## src/rtl/fapm_pkg.sv

```systemverilog
`default_nettype none

package fapm_pkg;

   // CSR port geometry: six 32-bit registers at byte offsets 4*i
   localparam int CSR_AW = 5;
   localparam int CSR_DW = 32;

   localparam int TIMER_W = 24;
   localparam int ELAPSED_W = 16;
   localparam int SAMPLE_W = 32;
   localparam int COUNT_W = 8;

   // operating modes
   localparam logic [1:0] MODE_DISABLED = 2'd0;
   localparam logic [1:0] MODE_MONITOR  = 2'd1;
   localparam logic [1:0] MODE_COMMS    = 2'd2;

   // register indexes (paddr[4:2])
   localparam logic [2:0] REG_MODE          = 3'd0;
   localparam logic [2:0] REG_FAULT_ENABLE  = 3'd1;
   localparam logic [2:0] REG_ALERT_ENABLE  = 3'd2;
   localparam logic [2:0] REG_ALARM_TIMEOUT = 3'd3;
   localparam logic [2:0] REG_FAULT_TIMEOUT = 3'd4;
   localparam logic [2:0] REG_RESET_TIMEOUT = 3'd5;

   typedef struct packed {
      logic [ELAPSED_W-1:0] elapsed_ms;
      logic                 fault_met;
      logic                 alarm_met;
      logic                 reset_met;
      logic [SAMPLE_W-1:0]  sample_word;
   } req_type;

   typedef struct packed {
      logic               fault_active;
      logic               alarm_active;
      logic               shutdown;
      logic               comms_ok;
      logic               fault_raised;
      logic               alarm_raised;
      logic               cleared;
      logic [COUNT_W-1:0] fault_total;
      logic [COUNT_W-1:0] alarm_total;
   } rsp_type;

endpackage

`default_nettype wire

```

## src/rtl/fault_alarm_persistence_monitor.sv

```systemverilog
`default_nettype none

// Fault / alarm persistence monitor.
// req channel: one transaction per monitoring tick (elapsed ms, fault/alarm/reset
//   condition flags, sample word). Accepted when req_valid is high and req_stall low.
// rsp channel: exactly one result transaction per tick, showing the latch state,
//   shutdown, comms status, per-tick raise/clear strobes and the event counts.
// Pipeline: an accepted tick passes through the input register, then the result
//   register written by the single-pass tick logic.
// Throughput: one tick per cycle while rsp_stall is low; the tick logic is one
//   add/subtract/compare layer per timer, and all state is committed when a tick
//   leaves the input register, so the next tick sees it in the following cycle.
// Stall: a stalled result holds in the output register while one more tick waits
//   in the input register; req_stall rises only when both are occupied.
// Reset (synchronous): pipeline empties, registers return to mode disabled,
//   fault and alert enables set, timeouts zero; timers, latches, counts zero,
//   comms_ok set.
// CSR: APB-style, pready tied high, writes land on the access cycle; only write
//   while no tick is in flight.
module fault_alarm_persistence_monitor (
   input  wire                          clock,
   input  wire                          reset,
   input  wire                          req_valid,
   output logic                         req_stall,
   input  fapm_pkg::req_type            req_data,
   output logic                         rsp_valid,
   input  wire                          rsp_stall,
   output fapm_pkg::rsp_type            rsp_data,
   input  wire                          psel,
   input  wire                          penable,
   input  wire                          pwrite,
   input  wire  [fapm_pkg::CSR_AW-1:0]  paddr,
   input  wire  [fapm_pkg::CSR_DW-1:0]  pwdata,
   output logic [fapm_pkg::CSR_DW-1:0]  prdata,
   output logic                         pready
);
   import fapm_pkg::*;

   // ---------------- configuration registers ----------------
   logic [1:0]         mode_ff, mode_in;
   logic               fault_en_ff, fault_en_in;
   logic               alert_en_ff, alert_en_in;
   logic [TIMER_W-1:0] alarm_to_ff, alarm_to_in;
   logic [TIMER_W-1:0] fault_to_ff, fault_to_in;
   logic [TIMER_W-1:0] reset_to_ff, reset_to_in;

   logic       csr_wr;
   logic [2:0] csr_idx;

   assign pready  = 1'b1;
   assign csr_wr  = psel & penable & pwrite & pready;
   assign csr_idx = paddr[4:2];

   always_comb begin
      mode_in     = mode_ff;
      fault_en_in = fault_en_ff;
      alert_en_in = alert_en_ff;
      alarm_to_in = alarm_to_ff;
      fault_to_in = fault_to_ff;
      reset_to_in = reset_to_ff;
      if (csr_wr) begin
         unique case (csr_idx)
            REG_MODE:          mode_in     = pwdata[1:0];
            REG_FAULT_ENABLE:  fault_en_in = pwdata[0];
            REG_ALERT_ENABLE:  alert_en_in = pwdata[0];
            REG_ALARM_TIMEOUT: alarm_to_in = pwdata[TIMER_W-1:0];
            REG_FAULT_TIMEOUT: fault_to_in = pwdata[TIMER_W-1:0];
            REG_RESET_TIMEOUT: reset_to_in = pwdata[TIMER_W-1:0];
            default: ;
         endcase
      end
   end

   always_comb begin
      unique case (csr_idx)
         REG_MODE:          prdata = {{(CSR_DW-2){1'b0}}, mode_ff};
         REG_FAULT_ENABLE:  prdata = {{(CSR_DW-1){1'b0}}, fault_en_ff};
         REG_ALERT_ENABLE:  prdata = {{(CSR_DW-1){1'b0}}, alert_en_ff};
         REG_ALARM_TIMEOUT: prdata = {{(CSR_DW-TIMER_W){1'b0}}, alarm_to_ff};
         REG_FAULT_TIMEOUT: prdata = {{(CSR_DW-TIMER_W){1'b0}}, fault_to_ff};
         REG_RESET_TIMEOUT: prdata = {{(CSR_DW-TIMER_W){1'b0}}, reset_to_ff};
         default:           prdata = '0;
      endcase
   end

   always_ff @(posedge clock) begin
      if (reset) begin
         mode_ff     <= MODE_DISABLED;
         fault_en_ff <= 1'b1;
         alert_en_ff <= 1'b1;
         alarm_to_ff <= '0;
         fault_to_ff <= '0;
         reset_to_ff <= '0;
      end else begin
         mode_ff     <= mode_in;
         fault_en_ff <= fault_en_in;
         alert_en_ff <= alert_en_in;
         alarm_to_ff <= alarm_to_in;
         fault_to_ff <= fault_to_in;
         reset_to_ff <= reset_to_in;
      end
   end

   // ---------------- pipeline control ----------------
   // Stage 1 holds the accepted tick; the tick is evaluated and its state
   // committed as it moves into the result register.
   logic    s1_valid_ff, s1_valid_in;
   req_type s1_data_ff;
   logic    rsp_valid_ff, rsp_valid_in;
   rsp_type rsp_data_ff, rsp_data_in;
   logic    advance, accept, fire;

   assign advance     = ~rsp_valid_ff | ~rsp_stall;
   assign req_stall   = s1_valid_ff & ~advance;
   assign accept      = req_valid & ~req_stall;
   assign fire        = s1_valid_ff & advance;
   assign s1_valid_in = accept | (s1_valid_ff & ~advance);
   assign rsp_valid_in = fire | (rsp_valid_ff & rsp_stall);

   always_ff @(posedge clock) begin
      if (reset) begin
         s1_valid_ff  <= 1'b0;
         rsp_valid_ff <= 1'b0;
      end else begin
         s1_valid_ff  <= s1_valid_in;
         rsp_valid_ff <= rsp_valid_in;
      end
      if (accept) s1_data_ff  <= req_data;
      if (fire)   rsp_data_ff <= rsp_data_in;
   end

   assign rsp_valid = rsp_valid_ff;
   assign rsp_data  = rsp_data_ff;

   // ---------------- monitor state ----------------
   logic [TIMER_W-1:0]  alarm_timer_ff, alarm_timer_in;
   logic [TIMER_W-1:0]  fault_timer_ff, fault_timer_in;
   logic [TIMER_W-1:0]  reset_timer_ff, reset_timer_in;
   logic                alarm_seen_ff, alarm_seen_in;
   logic                fault_seen_ff, fault_seen_in;
   logic                reset_seen_ff, reset_seen_in;
   logic                shutdown_ff, shutdown_in;
   logic                released_ff, released_in;
   logic                comms_ff, comms_in;
   logic [SAMPLE_W-1:0] last_sample_ff, last_sample_in;
   logic [COUNT_W-1:0]  fault_cnt_ff, fault_cnt_in;
   logic [COUNT_W-1:0]  alarm_cnt_ff, alarm_cnt_in;

   // tick decode
   logic [TIMER_W-1:0] elapsed;
   logic               mon, com, same_sample;
   logic               do_fault, do_alarm, do_reset;

   assign elapsed     = {{(TIMER_W-ELAPSED_W){1'b0}}, s1_data_ff.elapsed_ms};
   assign mon         = (mode_ff == MODE_MONITOR);
   assign com         = (mode_ff == MODE_COMMS);
   assign same_sample = (s1_data_ff.sample_word == last_sample_ff);
   assign do_fault    = com ? same_sample : (fault_en_ff & s1_data_ff.fault_met);
   assign do_alarm    = mon & s1_data_ff.alarm_met;
   assign do_reset    = com ? ~same_sample : s1_data_ff.reset_met;

   // countdowns, floored at zero
   logic [TIMER_W-1:0] ft_dn, at_dn, rt_dn;
   logic [TIMER_W-1:0] ft_d, at_d;

   assign ft_dn = (fault_timer_ff > elapsed) ? fault_timer_ff - elapsed : '0;
   assign at_dn = (alarm_timer_ff > elapsed) ? alarm_timer_ff - elapsed : '0;
   assign rt_dn = (reset_timer_ff > elapsed) ? reset_timer_ff - elapsed : '0;
   assign ft_d  = do_fault ? ft_dn : fault_timer_ff;
   assign at_d  = do_alarm ? at_dn : alarm_timer_ff;

   // refill of a timer that may have just counted down: down-then-up by the
   // same elapsed is max(timer, elapsed), so no subtract feeds the add
   logic [TIMER_W:0]   ft_sum, at_sum;
   logic [TIMER_W-1:0] ft_pre, at_pre, ft_up, at_up;

   assign ft_sum = {1'b0, fault_timer_ff} + {1'b0, elapsed};
   assign at_sum = {1'b0, alarm_timer_ff} + {1'b0, elapsed};
   assign ft_pre = (fault_timer_ff > elapsed) ? fault_timer_ff : elapsed;
   assign at_pre = (alarm_timer_ff > elapsed) ? alarm_timer_ff : elapsed;

   always_comb begin
      if (do_fault) begin
         ft_up = (ft_pre > fault_to_ff) ? fault_to_ff : ft_pre;
      end else begin
         ft_up = (ft_sum > {1'b0, fault_to_ff}) ? fault_to_ff : ft_sum[TIMER_W-1:0];
      end
      if (do_alarm) begin
         at_up = (at_pre > alarm_to_ff) ? alarm_to_ff : at_pre;
      end else begin
         at_up = (at_sum > {1'b0, alarm_to_ff}) ? alarm_to_ff : at_sum[TIMER_W-1:0];
      end
   end

   // latch events; all tests use the flags as they were at tick start
   logic fault_latch, alarm_latch, reset_latch, sd_release;

   assign fault_latch = do_fault & (ft_d == '0) & ~fault_seen_ff;
   assign alarm_latch = do_alarm & (at_d == '0) & ~alarm_seen_ff;
   assign reset_latch = do_reset & (rt_dn == '0) & ~reset_seen_ff;
   assign sd_release  = mon & ~fault_en_ff & ~released_ff;

   always_comb begin
      alarm_timer_in = alarm_timer_ff;
      fault_timer_in = fault_timer_ff;
      reset_timer_in = reset_timer_ff;
      alarm_seen_in  = alarm_seen_ff;
      fault_seen_in  = fault_seen_ff;
      reset_seen_in  = reset_seen_ff;
      shutdown_in    = shutdown_ff;
      released_in    = released_ff;
      comms_in       = comms_ff;
      last_sample_in = last_sample_ff;
      fault_cnt_in   = fault_cnt_ff;
      alarm_cnt_in   = alarm_cnt_ff;

      if (mon | com) begin
         if (com) last_sample_in = s1_data_ff.sample_word;
         if (mon) released_in = ~fault_en_ff;

         // timers
         fault_timer_in = ft_d;
         alarm_timer_in = at_d;
         if (do_reset & (ft_d < fault_to_ff)) begin
            fault_timer_in = mon ? ft_up : fault_to_ff;
         end
         if (do_reset & mon & (at_d < alarm_to_ff)) alarm_timer_in = at_up;
         if (do_reset & (reset_timer_ff != '0)) begin
            reset_timer_in = rt_dn;
         end else if (fault_latch | alarm_latch) begin
            reset_timer_in = reset_to_ff;
         end

         // latches
         if (fault_latch) begin
            fault_seen_in = 1'b1;
         end else if (reset_latch & fault_seen_ff) begin
            fault_seen_in = 1'b0;
         end
         if (alarm_latch) begin
            alarm_seen_in = 1'b1;
         end else if (reset_latch & mon & alarm_seen_ff) begin
            alarm_seen_in = 1'b0;
         end
         if (reset_latch) begin
            reset_seen_in = 1'b1;
         end else if (fault_latch | alarm_latch) begin
            reset_seen_in = 1'b0;
         end

         // shutdown / comms status: later steps of the tick win
         if (reset_latch) begin
            shutdown_in = 1'b0;
         end else if (fault_latch) begin
            shutdown_in = 1'b1;
         end else if (sd_release) begin
            shutdown_in = 1'b0;
         end
         if (com & reset_latch) begin
            comms_in = 1'b1;
         end else if (com & fault_latch) begin
            comms_in = 1'b0;
         end

         // event counts, saturating both ways
         if (alert_en_ff) begin
            if (fault_latch & (fault_cnt_ff != '1)) begin
               fault_cnt_in = fault_cnt_ff + 1'b1;
            end else if (reset_latch & fault_seen_ff & (fault_cnt_ff != '0)) begin
               fault_cnt_in = fault_cnt_ff - 1'b1;
            end
            if (alarm_latch & (alarm_cnt_ff != '1)) begin
               alarm_cnt_in = alarm_cnt_ff + 1'b1;
            end else if (reset_latch & mon & alarm_seen_ff & (alarm_cnt_ff != '0)) begin
               alarm_cnt_in = alarm_cnt_ff - 1'b1;
            end
         end
      end else begin
         // disabled (and the unused mode code)
         alarm_timer_in = alarm_to_ff;
         fault_timer_in = fault_to_ff;
         reset_timer_in = reset_to_ff;
         alarm_seen_in  = 1'b0;
         fault_seen_in  = 1'b0;
         reset_seen_in  = 1'b0;
      end
   end

   always_comb begin
      rsp_data_in.fault_active = fault_seen_in;
      rsp_data_in.alarm_active = alarm_seen_in;
      rsp_data_in.shutdown     = shutdown_in;
      rsp_data_in.comms_ok     = comms_in;
      rsp_data_in.fault_raised = (mon | com) & fault_latch;
      rsp_data_in.alarm_raised = (mon | com) & alarm_latch;
      rsp_data_in.cleared      = (mon | com) & reset_latch;
      rsp_data_in.fault_total  = fault_cnt_in;
      rsp_data_in.alarm_total  = alarm_cnt_in;
   end

   always_ff @(posedge clock) begin
      if (reset) begin
         alarm_timer_ff <= '0;
         fault_timer_ff <= '0;
         reset_timer_ff <= '0;
         alarm_seen_ff  <= 1'b0;
         fault_seen_ff  <= 1'b0;
         reset_seen_ff  <= 1'b0;
         shutdown_ff    <= 1'b0;
         released_ff    <= 1'b0;
         comms_ff       <= 1'b1;
         last_sample_ff <= '0;
         fault_cnt_ff   <= '0;
         alarm_cnt_ff   <= '0;
      end else if (fire) begin
         alarm_timer_ff <= alarm_timer_in;
         fault_timer_ff <= fault_timer_in;
         reset_timer_ff <= reset_timer_in;
         alarm_seen_ff  <= alarm_seen_in;
         fault_seen_ff  <= fault_seen_in;
         reset_seen_ff  <= reset_seen_in;
         shutdown_ff    <= shutdown_in;
         released_ff    <= released_in;
         comms_ff       <= comms_in;
         last_sample_ff <= last_sample_in;
         fault_cnt_ff   <= fault_cnt_in;
         alarm_cnt_ff   <= alarm_cnt_in;
      end
   end

endmodule

`default_nettype wire

```

## config.mk

```make
export PLATFORM = sky130hd
export DESIGN_NAME = fault_alarm_persistence_monitor
export DESIGN_NICKNAME = d
export VERILOG_FILES = /design/src/rtl/fapm_pkg.sv /design/src/rtl/fault_alarm_persistence_monitor.sv
export SDC_FILE = /design/constraint.sdc
export NUM_CORES = 1
export LEC_CHECK = 0
export ABC_CLOCK_PERIOD_IN_PS = 5810
export BUFFER_PORTS_ARGS = -buffer_cell sky130_fd_sc_hd__buf_2
export CORE_UTILIZATION = 57
export CTS_BUF_LIST = sky130_fd_sc_hd__clkbuf_16
export CTS_CLUSTER_DIAMETER = 100
export CTS_CLUSTER_SIZE = 10
export DETAILED_ROUTE_END_ITERATION = 8
export PLACE_DENSITY = 0.79
export SETUP_SLACK_MARGIN = 0.2
export SLEW_MARGIN = 10
export SYNTH_ARGS = -nofsm -noshare
export SYNTH_HDL_FRONTEND = slang
export SYNTH_SLANG_ARGS = --single-unit
```

## constraint.sdc

```tcl
create_clock -name clock -period 5.81 [get_ports clock]
set_input_delay 0.8715 -clock clock [delete_from_list [all_inputs] [get_ports clock]]
set_output_delay 0.8715 -clock clock [all_outputs]
set_load 0.1 [all_outputs]
```

==> Flow_metrics.wiki <==
{| class="wikitable"
! Metric !! Value
|-
| RePlAce Congestion || 1.05
|-
| Post-route cell area || 28200 um^2
|-
| CP Data Required Time || roughly 6.3 ns
|-
| Worst-case clock buffer depth || 3
|-
| Maximum number of pins on one net before global-route repair || between 100 and 150
|-
| Number of synthesized flops with an enable pin || 74
|-
| Non-filler instance count after layout || between 3000 and 4000
|-
| Mean instance size in the synthesized netlist || between 7 and 8 um^2
|-
| Routed vias || between 20000 and 30000
|-
| Most instantiated flip-flop cell in the synthesis netlist || sky130_fd_sc_hd__dfxtp_1
|-
| Clock transition at the register clock pins on the worst setup and hold paths after CTS || ~0.07 ns
|-
| Placed Cells || between 3000 and 4000
|-
| Number of H-tree levels || 1
|-
| Final Critical Period || between 5 and 6 ns
|-
| Cell type with the largest total area after synthesis || sky130_fd_sc_hd__dfxtp_1
|-
| Static power due to leakage || between 10 and 15 nW
|-
| Number of global-route vias before repair || ~25000
|-
| Number of distinct standard cells referenced by the synthesized netlist || between 80 and 90
|-
| Maximum ir drop on the vdd rail || around 0.27 mV
|-
| Layout overhead on the synthesized area || 21.0%
|-
| Final TNS setup || 0 ns
|-
| Setup-violating endpoint count in the final report || 0
|-
| Core region area || approximately 40000 um^2
|-
| Share of synthesized registers carrying an async set or reset || 0%
|-
| Final worst-path cycle share || between 90 and 100%
|-
| Insertion delay to the later sink of the worst-skew pair || about 0.63 ns
|-
| Estimated wirelength of the detail-placed design || ~73 mm
|-
| Worst Setup Path Type || reg2reg
|-
| Post-route total power || ~5.8 mW
|-
| Synth warnings || 0
|-
| Via/cell ratio || around 6.7
|-
| Post-synthesis register bit count || approximately 280
|-
| Overflow after GRT || 0
|-
| Min-Delay Path Class || in2reg
|-
| Final net count || 3687
|-
| Result of the run || completed
|-
| Combined global-route utilization of all metal layers || about 45%
|-
| 1st-pass router iterations || 7
|-
| Worst slew margin || 10.9%
|-
| Area share of the leading cell type in the synthesized netlist || between 10% and 20%
|-
| Wire length after detailed routing || 97.0 mm
|-
| Placement Rows || 73
|-
| Sinks on the clock net || 278
|-
| Most frequent cell after synthesis || sky130_fd_sc_hd__nand2_1
|-
| Share of post-route cells with drive strength above 1 || between 20% and 30%
|-
| Cts-stage hold buffer count || 0
|-
| Worst slack on hold paths || roughly 0.42 ns
|-
| FMAX || 0.173 GHz
|-
| Slew of the pin with the lowest slew margin || 1.33 ns
|-
| Y dimension of the die || 204 um
|-
| Worst-case clock skew || around 0.04 ns
|-
| Cell at the root of the clock tree || sky130_fd_sc_hd__clkbuf_16
|-
| I/O pin count || 153
|-
| Ranking of synthesized cells by area || sky130_fd_sc_hd__dfxtp_1, sky130_fd_sc_hd__ha_1, sky130_fd_sc_hd__edfxtp_1, sky130_fd_sc_hd__nand2_1, sky130_fd_sc_hd__a21oi_1
|-
| Violation count after the first detailed-route iteration || between 3000 and 4000
|-
| Clock tree from TritonCTS || done
|-
| Starting Density || between 50% and 60%
|-
| Initial antenna violation count || 5
|-
| Number of maximum-capacitance violations || 0
|-
| Cells on worst reg2reg path || 27
|-
| Setup WS pre-CTS || -0.565 ns
|-
| Setup repair after global routing missed its margin || true
|-
| Nature of the critical path startpoint || register
|-
| Worst path setup slack after routing || 0.0273 ns
|-
| Final Max Tran Viols || 0
|-
| Power density over cell area || slightly above 200 nW/um^2
|-
| Setup crit end kind || register
|-
| Post-route ant nets || 0
|-
| Synth cell count leaders || sky130_fd_sc_hd__nand2_1, sky130_fd_sc_hd__a21oi_1, sky130_fd_sc_hd__ha_1, sky130_fd_sc_hd__nor2_1, sky130_fd_sc_hd__dfxtp_1
|-
| First-pass GRT wire length || about 140 mm
|-
| # DRC || 0
|-
| Arr. time, crit path || roughly 6.3 ns
|-
| Hold Crit Depth || 1
|-
| Count of endpoints failing hold in the final timing report || 0
|-
| CP Max Fanout || 5
|-
| Synthesized netlist cell count || 3036
|-
| Wire length per cell || 24.9 um
|-
| Die Footprint || between 40000 and 50000 um^2
|-
| Post-synth design cell area || 23300 um^2
|-
| Placed Instance Area || approximately 26000 um^2
|-
| Core utilization of the finished layout || approximately 70%
|-
| Num CTS Buffers || 31
|-
| Sequential share of the synthesized area || around 27%
|-
| Port Buffers || around 130
|-
| Horizontal die dimension || just over 200 um
|}
cells by family (layout without fill, tap and decap cells):
logic type | Yosys count | count (layout) | share of synthesized area [%]
and+or+nand+nor | 1084 | 1084 | 21.9
muxes | 70 | 70 | 3.13
AOI/OAI and AO/OA | 890 | 891 | 24.3
adders and majority gates | 235 | 235 | 12.8
xor gates and xnor gates | 138 | 138 | 5.19
DFF | 278 | 278 | 27.1
other | 2 | 10 | 0.0322
buffers and inverters | 339 | 670 | 5.65
power breakdown:
part	switching, mW	leakage (nW)	internal [mW]
Combinational	1.16	8.93	0.751
Clock	0.850	0.489	0.952
Sequential	0.0466	2.37	2.04
Total	2.05	11.8	3.74
final timing paths:
path                                         from                 to  slack (ns)
worst max-delay path                   elapsed[0]  alarm_timer_ff[0]        0.03
worst min-delay path                 req_data[32]     s1_data_ff[32]        0.42
worst max register to register         elapsed[0]  alarm_timer_ff[0]        0.03
worst min register to register  last_sample_ff[7]  last_sample_ff[7]        0.47
cell type report:
class,count,area [um^2]
Antenna cell,1,2.50
Clock buffer,31,776
Clock inverter,20,91.3
Fill cell,3246,11800
Inverter,129,490
Multi-Input combinational cell,2427,16400
Sequential cell,278,6310
Tap cell,525,657
Timing Repair Buffer,490,3480
worst max-delay path, cell delays in order (launching register included):
cell	delay [ns]
sky130_fd_sc_hd__edfxtp_1	0.41
sky130_fd_sc_hd__ha_2	0.23
sky130_fd_sc_hd__fa_2	0.36
sky130_fd_sc_hd__nor2b_4	0.15
sky130_fd_sc_hd__o21ai_2	0.16
sky130_fd_sc_hd__nand4b_1	0.24
sky130_fd_sc_hd__a311oi_2	0.35
sky130_fd_sc_hd__o21bai_2	0.17
sky130_fd_sc_hd__a2111oi_4	0.40
sky130_fd_sc_hd__nor2b_4	0.11
sky130_fd_sc_hd__and3_4	0.19
sky130_fd_sc_hd__xor2_1	0.14
sky130_fd_sc_hd__ha_1	0.31
sky130_fd_sc_hd__nand4_1	0.17
sky130_fd_sc_hd__nor4_4	0.28
sky130_fd_sc_hd__nand4_1	0.19
sky130_fd_sc_hd__o41ai_2	0.28
sky130_fd_sc_hd__buf_4	0.17
sky130_fd_sc_hd__a221oi_2	0.03
sky130_fd_sc_hd__o22a_1	0.25
sky130_fd_sc_hd__buf_6	0.13
sky130_fd_sc_hd__nor3_4	0.22
sky130_fd_sc_hd__buf_6	0.15
sky130_fd_sc_hd__buf_12	0.13
sky130_fd_sc_hd__nand2_4	0.06
sky130_fd_sc_hd__nand2_4	0.10
sky130_fd_sc_hd__nand2_4	0.05
sky130_fd_sc_hd__a221oi_2	0.24
placed cells by master (no fill, tap or decap), types with 74 or more instances in the layout:
cell | netlist | final
sky130_fd_sc_hd__edfxtp_1 | 74 | 74
sky130_fd_sc_hd__nor3_1 | 94 | 82
sky130_fd_sc_hd__nand2_1 | 448 | 442
sky130_fd_sc_hd__dfxtp_1 | 204 | 204
sky130_fd_sc_hd__buf_2 | 2 | 132
sky130_fd_sc_hd__inv_1 | 128 | 144
sky130_fd_sc_hd__ha_1 | 230 | 227
sky130_fd_sc_hd__nor2_1 | 207 | 202
sky130_fd_sc_hd__o21ai_0 | 203 | 172
sky130_fd_sc_hd__a21oi_1 | 281 | 271
sky130_fd_sc_hd__buf_4 | 9 | 338
per-layer routing:
layer  share of wire (%)  global-route usage (%)  vias up
met5               0.068                       0        -
met4                 8.0                    31.9       10
met3                  11                    10.6      417
met2                  43                    70.0     1705
met1                  38                    54.6    12200
li1                    -                       -    11600
state kept, by name (all words and copies together), names as in the netlist, 8 cells and up:
signal	cells
alarm_timer_ff	24
elapsed	16
alarm_to_ff	24
s1_data_ff	35
fault_to_ff	24
reset_to_ff	24
rsp_data	23
alarm_cnt_ff	8
fault_timer_ff	24
fault_cnt_ff	8
reset_timer_ff	24
last_sample_ff	32
what timing repair did:
item | 4_1_cts | 5_1_grt
pin swaps | 33 | 36
setup buffers | 12 | 23
gates cloned | 1 | 1
setup endpoints to repair | 48 | 77
resized for setup | 66 | 104
(Power assumes the default switching activity.)
